--- config.mk ---
export PLATFORM = sky130hd
export DESIGN_NAME = bounded_priority_queue_top_flat
export DESIGN_NICKNAME = d
export VERILOG_FILES = /design/src/design/bpq_pkg.sv /design/src/design/bpq_req_if.sv /design/src/design/bpq_rsp_if.sv /design/src/design/bpq_csr_if.sv /design/src/design/bounded_priority_queue_top.sv /design/src/flat_wrapper.sv
export SDC_FILE = /design/constraint.sdc
export NUM_CORES = 1
export LEC_CHECK = 0
export ABC_AREA = 1
export BUFFER_PORTS_ARGS = -buffer_cell sky130_fd_sc_hd__buf_4
export CAP_MARGIN = 20
export CORE_ASPECT_RATIO = 0.75
export CORE_MARGIN = 2
export CORE_UTILIZATION = 60
export CTS_BUF_LIST = sky130_fd_sc_hd__clkbuf_16
export DETAILED_ROUTE_END_ITERATION = 12
export GPL_TIMING_DRIVEN = 0
export PLACE_DENSITY = 0.77
export SLEW_MARGIN = 10
export SYNTH_ARGS = -nofsm -noshare
export SYNTH_HDL_FRONTEND = slang
export SYNTH_SLANG_ARGS = --single-unit
--- constraint.sdc ---
create_clock -name clock -period 6.25 [get_ports clock]
set_input_delay 1.875 -clock clock [delete_from_list [all_inputs] [get_ports clock]]
set_output_delay 1.875 -clock clock [all_outputs]
set_load 0.01 [all_outputs]
--- src/design/bpq_pkg.sv ---
// Package for the bounded priority queue: widths, codes and the entry type.
// No dependencies; every other file of the block imports it.
package bpq_pkg;

   // Default built capacity
   localparam int BPQ_DEPTH = 16;

   // Field widths
   localparam int TAG_W      = 16;
   localparam int PRIO_W     = 8;
   localparam int COUNT_W    = 5;
   localparam int LIMIT_W    = 5;
   localparam int CSR_IDX_W  = 1;
   localparam int CSR_DATA_W = 5;

   // Request operation codes
   localparam logic OP_PUSH = 1'b0;
   localparam logic OP_POP  = 1'b1;

   // Configuration register indexes
   localparam logic [CSR_IDX_W-1:0] CSR_ORDERED_MODE = 1'b0;
   localparam logic [CSR_IDX_W-1:0] CSR_QUEUE_LIMIT  = 1'b1;

   // One stored entry
   typedef struct packed {
      logic [TAG_W-1:0]  tag;
      logic [PRIO_W-1:0] prio;
   } entry_type;

endpackage

--- src/design/bpq_req_if.sv ---
// Request channel of the bounded priority queue: push or pop one entry.
// Depends on bpq_pkg.
interface bpq_req_if import bpq_pkg::*; ();
   logic              valid;
   logic              ready;
   logic              mode;
   logic [TAG_W-1:0]  item_tag;
   logic [PRIO_W-1:0] item_priority;

   modport source (output valid, mode, item_tag, item_priority, input ready);
   modport sink   (input valid, mode, item_tag, item_priority, output ready);
endinterface

--- src/design/bpq_rsp_if.sv ---
// Result channel of the bounded priority queue: outcome and occupancy.
// Depends on bpq_pkg.
interface bpq_rsp_if import bpq_pkg::*; ();
   logic               valid;
   logic               ready;
   logic               ok;
   logic [TAG_W-1:0]   out_tag;
   logic [PRIO_W-1:0]  out_priority;
   logic               is_empty;
   logic [COUNT_W-1:0] entry_count;

   modport source (output valid, ok, out_tag, out_priority, is_empty, entry_count,
                   input ready);
   modport sink   (input valid, ok, out_tag, out_priority, is_empty, entry_count,
                   output ready);
endinterface

--- src/design/bpq_csr_if.sv ---
// Configuration write channel of the bounded priority queue.
// Depends on bpq_pkg.
interface bpq_csr_if import bpq_pkg::*; ();
   logic                  valid;
   logic                  ready;
   logic [CSR_IDX_W-1:0]  index;
   logic [CSR_DATA_W-1:0] data;

   modport source (output valid, index, data, input ready);
   modport sink   (input valid, index, data, output ready);
endinterface

--- src/design/bounded_priority_queue_top.sv ---
// Bounded priority queue: circular entry memory with a read-modify-write sequencer.
// Depends on bpq_pkg, bpq_req_if, bpq_rsp_if and bpq_csr_if.
//
// Usage:
//   req_chan carries one request: push (tag, priority) or pop the head entry.
//   rsp_chan returns exactly one result per request: ok, the popped entry
//   (zero on push or failed pop), the empty flag and the entry count.
//   csr_chan writes ordered_mode (index 0) and queue_limit (index 1); it is
//   always ready, and the user must write it only while no request is in
//   flight; the block itself does not enforce this.
// Sequencing:
//   A push in FIFO mode, a push into an empty queue, a refused push and a pop
//   of an empty queue finish in the accept cycle. A pop holds the registered
//   read of the head entry in ST_POP until the result register frees. An
//   ordered push walks the memory from head to tail one entry a cycle, reading
//   one slot while writing the previous one, and rippling later entries one slot back.
// Reset clears the state, count, head pointer, result valid flag and configuration;
// the entry memory is not cleared, since only slots holding entries are ever read.
// A stalled receiver holds the result register; the next request is taken
// only once that register is free or being emptied in the same cycle.
module bounded_priority_queue_top import bpq_pkg::*; #(
   parameter int DEPTH = BPQ_DEPTH
) (
   input logic        clock,
   input logic        reset,
   bpq_req_if.sink    req_chan,
   bpq_rsp_if.source  rsp_chan,
   bpq_csr_if.sink    csr_chan
);

   localparam int AW   = $clog2(DEPTH);
   localparam int CW   = $clog2(DEPTH + 1);
   localparam int CMPW = (CW > LIMIT_W) ? CW : LIMIT_W;
   localparam logic [AW:0]   DEPTH_S = (AW + 1)'(DEPTH);
   localparam logic [AW-1:0] LAST_ADDR = AW'(DEPTH - 1);
   localparam logic [CW-1:0] DEPTH_C = CW'(DEPTH);

   // Sequencer states
   localparam logic [1:0] ST_IDLE = 2'd0;
   localparam logic [1:0] ST_POP  = 2'd1;
   localparam logic [1:0] ST_INS  = 2'd2;

   // Entry memory
   entry_type entry_mem [DEPTH];
   entry_type rd_data_ff;
   logic            rd_en;
   logic [AW-1:0]   rd_addr;
   logic            wr_en;
   logic [AW-1:0]   wr_addr;
   entry_type       wr_data;

   // Control state
   logic [1:0]      state_ff, state_in;
   logic [CW-1:0]   count_ff, count_in;
   logic [AW-1:0]   head_ff, head_in;
   logic [AW-1:0]   addr_ff, addr_in;
   logic [CW-1:0]   step_ff, step_in;
   logic            found_ff, found_in;
   entry_type       carry_ff, carry_in;
   logic            ordered_ff;
   logic [LIMIT_W-1:0] limit_ff;

   // Result register
   logic               rsp_valid_ff, rsp_valid_in;
   logic               rsp_ok_ff, rsp_ok_in;
   entry_type          rsp_entry_ff, rsp_entry_in;
   logic               rsp_empty_ff, rsp_empty_in;
   logic [COUNT_W-1:0] rsp_count_ff, rsp_count_in;

   logic          rsp_free;
   logic          req_fire;
   logic          can_push;
   logic [AW:0]   tail_sum;
   logic [AW-1:0] tail_addr;
   logic [AW-1:0] addr_next;
   logic [AW-1:0] head_next;
   entry_type     req_entry;

   // Address arithmetic
   always_comb begin
      tail_sum  = (AW + 1)'(head_ff) + (AW + 1)'(count_ff);
      tail_addr = (tail_sum >= DEPTH_S) ? AW'(tail_sum - DEPTH_S) : AW'(tail_sum);
      addr_next = (addr_ff == LAST_ADDR) ? '0 : addr_ff + AW'(1);
      head_next = (head_ff == LAST_ADDR) ? '0 : head_ff + AW'(1);
   end

   // Handshake and admission
   assign rsp_free  = !rsp_valid_ff || rsp_chan.ready;
   assign req_chan.ready = (state_ff == ST_IDLE) && rsp_free;
   assign req_fire  = req_chan.valid && req_chan.ready;
   assign can_push  = (count_ff < DEPTH_C)
                   && ((limit_ff == '0) || (CMPW'(count_ff) < CMPW'(limit_ff)));
   assign req_entry = '{tag: req_chan.item_tag, prio: req_chan.item_priority};

   // Sequencer: decode, pop read, ordered insert walk
   always_comb begin
      state_in     = state_ff;
      count_in     = count_ff;
      head_in      = head_ff;
      addr_in      = addr_ff;
      step_in      = step_ff;
      found_in     = found_ff;
      carry_in     = carry_ff;
      rd_en        = 1'b0;
      rd_addr      = head_ff;
      wr_en        = 1'b0;
      wr_addr      = tail_addr;
      wr_data      = req_entry;
      rsp_valid_in = rsp_valid_ff && !rsp_chan.ready;
      rsp_ok_in    = rsp_ok_ff;
      rsp_entry_in = rsp_entry_ff;
      rsp_empty_in = rsp_empty_ff;
      rsp_count_in = rsp_count_ff;

      unique case (state_ff)
         ST_IDLE: begin
            if (req_fire) begin
               if (req_chan.mode == OP_POP) begin
                  if (count_ff == '0) begin
                     rsp_valid_in = 1'b1;
                     rsp_ok_in    = 1'b0;
                     rsp_entry_in = '0;
                     rsp_empty_in = 1'b1;
                     rsp_count_in = '0;
                  end else begin
                     rd_en    = 1'b1;
                     rd_addr  = head_ff;
                     state_in = ST_POP;
                  end
               end else if (!can_push) begin
                  rsp_valid_in = 1'b1;
                  rsp_ok_in    = 1'b0;
                  rsp_entry_in = '0;
                  rsp_empty_in = (count_ff == '0);
                  rsp_count_in = COUNT_W'(count_ff);
               end else if (!ordered_ff || count_ff == '0) begin
                  // append at the tail
                  wr_en        = 1'b1;
                  wr_addr      = tail_addr;
                  wr_data      = req_entry;
                  count_in     = count_ff + CW'(1);
                  rsp_valid_in = 1'b1;
                  rsp_ok_in    = 1'b1;
                  rsp_entry_in = '0;
                  rsp_empty_in = 1'b0;
                  rsp_count_in = COUNT_W'(count_in);
               end else begin
                  // start the insert walk at the head
                  carry_in = req_entry;
                  found_in = 1'b0;
                  step_in  = '0;
                  addr_in  = head_ff;
                  rd_en    = 1'b1;
                  rd_addr  = head_ff;
                  state_in = ST_INS;
               end
            end
         end

         ST_POP: begin
            // hold the read data until the result register frees
            if (rsp_free) begin
               count_in     = count_ff - CW'(1);
               head_in      = head_next;
               rsp_valid_in = 1'b1;
               rsp_ok_in    = 1'b1;
               rsp_entry_in = rd_data_ff;
               rsp_empty_in = (count_in == '0);
               rsp_count_in = COUNT_W'(count_in);
               state_in     = ST_IDLE;
            end
         end

         ST_INS: begin
            if (step_ff == count_ff) begin
               // drop the carried entry into the tail slot
               if (rsp_free) begin
                  wr_en        = 1'b1;
                  wr_addr      = addr_ff;
                  wr_data      = carry_ff;
                  count_in     = count_ff + CW'(1);
                  rsp_valid_in = 1'b1;
                  rsp_ok_in    = 1'b1;
                  rsp_entry_in = '0;
                  rsp_empty_in = 1'b0;
                  rsp_count_in = COUNT_W'(count_in);
                  state_in     = ST_IDLE;
               end
            end else begin
               // once the insert point is passed, ripple entries one slot back
               if (found_ff || (rd_data_ff.prio > carry_ff.prio)) begin
                  wr_en    = 1'b1;
                  wr_addr  = addr_ff;
                  wr_data  = carry_ff;
                  carry_in = rd_data_ff;
                  found_in = 1'b1;
               end
               addr_in = addr_next;
               step_in = step_ff + CW'(1);
               rd_en   = 1'b1;
               rd_addr = addr_next;
            end
         end

         default: begin
            state_in = ST_IDLE;
         end
      endcase
   end

   // Memory port: one registered read, one write
   always_ff @(posedge clock) begin
      if (rd_en) begin
         rd_data_ff <= entry_mem[rd_addr];
      end
      if (wr_en) begin
         entry_mem[wr_addr] <= wr_data;
      end
   end

   // Control registers
   always_ff @(posedge clock) begin
      if (reset) begin
         state_ff     <= ST_IDLE;
         count_ff     <= '0;
         head_ff      <= '0;
         step_ff      <= '0;
         found_ff     <= 1'b0;
         rsp_valid_ff <= 1'b0;
      end else begin
         state_ff     <= state_in;
         count_ff     <= count_in;
         head_ff      <= head_in;
         step_ff      <= step_in;
         found_ff     <= found_in;
         rsp_valid_ff <= rsp_valid_in;
      end
   end

   // Payload registers
   always_ff @(posedge clock) begin
      addr_ff      <= addr_in;
      carry_ff     <= carry_in;
      rsp_ok_ff    <= rsp_ok_in;
      rsp_entry_ff <= rsp_entry_in;
      rsp_empty_ff <= rsp_empty_in;
      rsp_count_ff <= rsp_count_in;
   end

   // Configuration registers
   assign csr_chan.ready = 1'b1;

   always_ff @(posedge clock) begin
      if (reset) begin
         ordered_ff <= 1'b0;
         limit_ff   <= '0;
      end else if (csr_chan.valid) begin
         unique case (csr_chan.index)
            CSR_ORDERED_MODE: ordered_ff <= csr_chan.data[0];
            CSR_QUEUE_LIMIT:  limit_ff   <= LIMIT_W'(csr_chan.data);
            default: begin
            end
         endcase
      end
   end

   // Result channel
   assign rsp_chan.valid        = rsp_valid_ff;
   assign rsp_chan.ok           = rsp_ok_ff;
   assign rsp_chan.out_tag      = rsp_entry_ff.tag;
   assign rsp_chan.out_priority = rsp_entry_ff.prio;
   assign rsp_chan.is_empty     = rsp_empty_ff;
   assign rsp_chan.entry_count  = rsp_count_ff;

`ifndef SYNTHESIS
   a_count_bound: assert property (@(posedge clock) disable iff (reset)
      count_ff <= DEPTH_C)
      else $error("entry count above capacity");

   a_busy_not_ready: assert property (@(posedge clock) disable iff (reset)
      (state_ff != ST_IDLE) |-> !req_chan.ready)
      else $error("request taken while the sequencer is busy");

   a_walk_bound: assert property (@(posedge clock) disable iff (reset)
      (state_ff == ST_INS) |-> (step_ff <= count_ff))
      else $error("insert walk ran past the tail");

   a_no_port_clash: assert property (@(posedge clock) disable iff (reset)
      (wr_en && rd_en) |-> (wr_addr != rd_addr))
      else $error("read and write to the same slot in one cycle");
`endif

endmodule
--- src/flat_wrapper.sv ---
// flat-port wrapper written by rule: the top's interface ports become plain ports
module bounded_priority_queue_top_flat import bpq_pkg::*;
#(
   parameter int DEPTH = BPQ_DEPTH
)
  (clock, reset, req_chan_valid, req_chan_mode, req_chan_item_tag, req_chan_item_priority, req_chan_ready, rsp_chan_valid, rsp_chan_ok, rsp_chan_out_tag, rsp_chan_out_priority, rsp_chan_is_empty, rsp_chan_entry_count, rsp_chan_ready, csr_chan_valid, csr_chan_index, csr_chan_data, csr_chan_ready);
  bpq_req_if req_chan_i ();
  bpq_rsp_if rsp_chan_i ();
  bpq_csr_if csr_chan_i ();
  input logic clock;
  input logic reset;
  input wire logic [$bits(req_chan_i.valid)-1:0] req_chan_valid;
  input wire logic [$bits(req_chan_i.mode)-1:0] req_chan_mode;
  input wire logic [$bits(req_chan_i.item_tag)-1:0] req_chan_item_tag;
  input wire logic [$bits(req_chan_i.item_priority)-1:0] req_chan_item_priority;
  output wire logic [$bits(req_chan_i.ready)-1:0] req_chan_ready;
  output wire logic [$bits(rsp_chan_i.valid)-1:0] rsp_chan_valid;
  output wire logic [$bits(rsp_chan_i.ok)-1:0] rsp_chan_ok;
  output wire logic [$bits(rsp_chan_i.out_tag)-1:0] rsp_chan_out_tag;
  output wire logic [$bits(rsp_chan_i.out_priority)-1:0] rsp_chan_out_priority;
  output wire logic [$bits(rsp_chan_i.is_empty)-1:0] rsp_chan_is_empty;
  output wire logic [$bits(rsp_chan_i.entry_count)-1:0] rsp_chan_entry_count;
  input wire logic [$bits(rsp_chan_i.ready)-1:0] rsp_chan_ready;
  input wire logic [$bits(csr_chan_i.valid)-1:0] csr_chan_valid;
  input wire logic [$bits(csr_chan_i.index)-1:0] csr_chan_index;
  input wire logic [$bits(csr_chan_i.data)-1:0] csr_chan_data;
  output wire logic [$bits(csr_chan_i.ready)-1:0] csr_chan_ready;
  assign req_chan_i.valid = req_chan_valid;
  assign req_chan_i.mode = req_chan_mode;
  assign req_chan_i.item_tag = req_chan_item_tag;
  assign req_chan_i.item_priority = req_chan_item_priority;
  assign req_chan_ready = req_chan_i.ready;
  assign rsp_chan_valid = rsp_chan_i.valid;
  assign rsp_chan_ok = rsp_chan_i.ok;
  assign rsp_chan_out_tag = rsp_chan_i.out_tag;
  assign rsp_chan_out_priority = rsp_chan_i.out_priority;
  assign rsp_chan_is_empty = rsp_chan_i.is_empty;
  assign rsp_chan_entry_count = rsp_chan_i.entry_count;
  assign rsp_chan_i.ready = rsp_chan_ready;
  assign csr_chan_i.valid = csr_chan_valid;
  assign csr_chan_i.index = csr_chan_index;
  assign csr_chan_i.data = csr_chan_data;
  assign csr_chan_ready = csr_chan_i.ready;
  bounded_priority_queue_top #(.DEPTH(DEPTH)) u_core (.clock(clock), .reset(reset), .req_chan(req_chan_i), .rsp_chan(rsp_chan_i), .csr_chan(csr_chan_i));
endmodule
==> flow_metrics.tcl <==
set metrics [dict create \
    grt_pass1_wl_um 100000 \
    grt_antenna_before_repair 2 \
    ctsResizeCount 0 \
    p_per_area_nw_per_um2 386 \
    yosysWarnings 0 \
    drc 0 \
    pre_cts_ws_ns 0.972 \
    drive_above_1_share 0.0979 \
    dr.pass1.iters 8 \
    syn_avg_cell_area_um2 9.64 \
    gp_congestion 0.950 \
    die_y_um 174 \
    postRouteAntennaNets 0 \
    grt_setup_unrepaired "no" \
    cts_buffer_depth 3 \
    nNetsFinal 2592 \
    clock_sinks 491 \
    critPathCaptureType "primary output" \
    fin_crit_ns 5.31 \
    max_slew_margin 0.315 \
    finalHoldWorstSlack_ns 0.506 \
    hold_path.class "reg -> reg" \
    cts_setup_buffers 0 \
    setup_viol 0 \
    finalWorstSetupSlack_ns 0.942 \
    finClkSkew_ns 0.0335 \
    cts_max_level 2 \
    dieArea_um2 40200 \
    synth_cell_types 36 \
    synthCells 2401 \
    p_leak_nw 11.5 \
    cts_hold_buf 0 \
    routedWlPerCell_um 21.7 \
    ys_seq_area_frac 0.626 \
    dr.first_iter.drc_count 2822 \
    area_delta_synth_final_pct 13.6 \
    pin_count 70 \
    start_util 0.607 \
    synthesis.area_um2 23200 \
    grtUsageTotal 0.334 \
    timing.final.crit_share 0.849 \
    core_um2 38200 \
    syn_nets 2464 \
    worst_pin_slew_ns 1.03 \
    synth_top_area_frac 0.606 \
    die_w_um 231 \
    viasPerCell 5.85 \
    grt_overflow 0 \
    antenna_cells 0 \
    status "complete, no violations" \
    clkTransAtPathRegs_ns 0.06 \
    rows 62 \
    vias 18008 \
    synth.area.top_cells "edfxtp_1 (61%), nand3_1 (10%), nand2_1 (8.4%), inv_1 (7.9%), dfxtp_1 (2.1%)" \
    rr_worst_depth 8 \
    crit_type "in -> out" \
    peakVddDrop_mv 0.274 \
    fillCellCount 2857 \
    cts_tree "yes" \
    min_path_cells 2 \
    synth_top_area_cell "edfxtp_1" \
    fin_util 0.689 \
    io_buffers 66 \
    cap_violations 0 \
    clk-insertion-delay-late_ns 0.59 \
    root_buffer "clkbuf_16" \
    numCtsBuffers 49 \
    maxSlewViolCount 0 \
    grt_pass1_vias 17070 \
    critical_path_required_ns 4.38 \
    cp_max_fo 10 \
    grt_max_degree 25 \
    ys_ff_latch 491 \
    layout_commonest_cell "nand2_1" \
    finalSetupTns_ns 0 \
    layout_common_cells "nand2_1 (517), inv_1 (491), nand3_1 (483)" \
    critPathLaunchType "primary input" \
    arrival_ns 3.43 \
    max_clock_freq_mhz 188 \
    hold_viol 0 \
    routed_wl_um 66600 \
    post-dp-hpwl_um 45500 \
]
-- stage by stage --
step | cell area, um2 | power (mW) | std cells
detailed placement | 24600 | 7.03 | 2990
CTS | 26300 | 10.1 | 3077
global route | 26300 | 10.5 | 3077
global placement | 24300 | 6.86 | 2979
finish | 26300 | 10.2 | 3077
floorplan | 23200 | 5.93 | 2401
-- routing by layer --
metal / part of all wire / GRT usage / vias up
li1: - / - / 8149
met1: 0.39 / 0.474 / 8433
met2: 0.43 / 0.493 / 1250
met3: 0.15 / 0.102 / 176
met4: 0.032 / 0.111 / 0
met5: 0 / 0 / -
-- registers in the layout, indices dropped and copies added, names as in the netlist, 5 cells and up --
signal / count
u_core.rsp_chan.entry_count: 5
u_core.limit_ff: 5
u_core.count_ff: 5
u_core.entry_mem: 384
u_core.carry_ff: 24
u_core.rsp_chan.out_priority: 8
u_core.rd_data_ff: 24
u_core.rsp_chan.out_tag: 16
u_core.step_ff: 5
-- worst max-delay path, cell delays in order --
cell and delay (ns):
buf_4 0.10, or2_2 0.28, clkbuf_1 0.14, inv_2 0.23
buf_1 0.52, nor2_1 0.11, buf_4 0.17
-- path summary, 6_finish.rpt --
path	startpoint	to	slack, ns
worst min-delay path	u_core.limit_ff[4]	u_core.limit_ff[4]	0.51
worst max-delay path	rsp_chan_ready	req_chan_ready	0.94
worst max register to register	u_core.state_ff[0]	u_core.entry_mem[12][5]	2.44
worst min register to register	u_core.limit_ff[4]	u_core.limit_ff[4]	0.51
-- synth_stat cells --
master / n
a31oi_1: 24
conb_1: 1
nand2_2: 4
o31ai_1: 2
xor2_1: 8
o21ai_2: 4
nor4_1: 1
o21a_1: 1
buf_4: 18
o21ai_0: 89
xnor2_1: 6
nor3_1: 5
a21oi_1: 54
fa_1: 1
a32o_1: 3
buf_2: 34
o211ai_1: 1
dfxtp_1: 24
buf_1: 14
inv_2: 8
inv_1: 485
nand3_1: 483
ha_1: 26
nand4_1: 5
nor3b_1: 1
nand2_1: 517
or2_2: 5
edfxtp_1: 467
clkbuf_1: 48
nand2_4: 1
nor2_1: 43
nand4_2: 1
nor2_2: 2
nand3_2: 2
o22ai_1: 4
buf_6: 9
-- final cells by class --
cell class,instances,area [um2],area share
clock buffers,49,1230,0.0466
repair buffers,77,712,0.0271
clock inverters,38,450,0.0171
inverters,493,1850,0.0703
plain buffers,123,639,0.0243
multi-input cells,1294,6280,0.239
well taps,512,641,0.0244
flip-flops and latches,491,14500,0.551
-- logic make-up after synthesis --
| group | synth area share |
|---|---|
| XOR/XNOR | 0.00530 |
| adder cells (fa/ha/maj) | 0.0149 |
| other | 0.000162 |
| AND/OR/NAND/NOR | 0.203 |
| buffers and inverters | 0.108 |
| AO/OA/AOI/OAI | 0.0426 |
| flip-flops | 0.626 |
-- where the power goes --
group | internal (mW) | switching [mW] | total (mW)
Combinational | 0.867 | 2.02 | 2.88
Sequential | 4.04 | 0.146 | 4.18
Clock | 1.84 | 1.25 | 3.09
Total | 6.74 | 3.41 | 10.2
No activity file was read; power rests on OpenSTA's default activity.
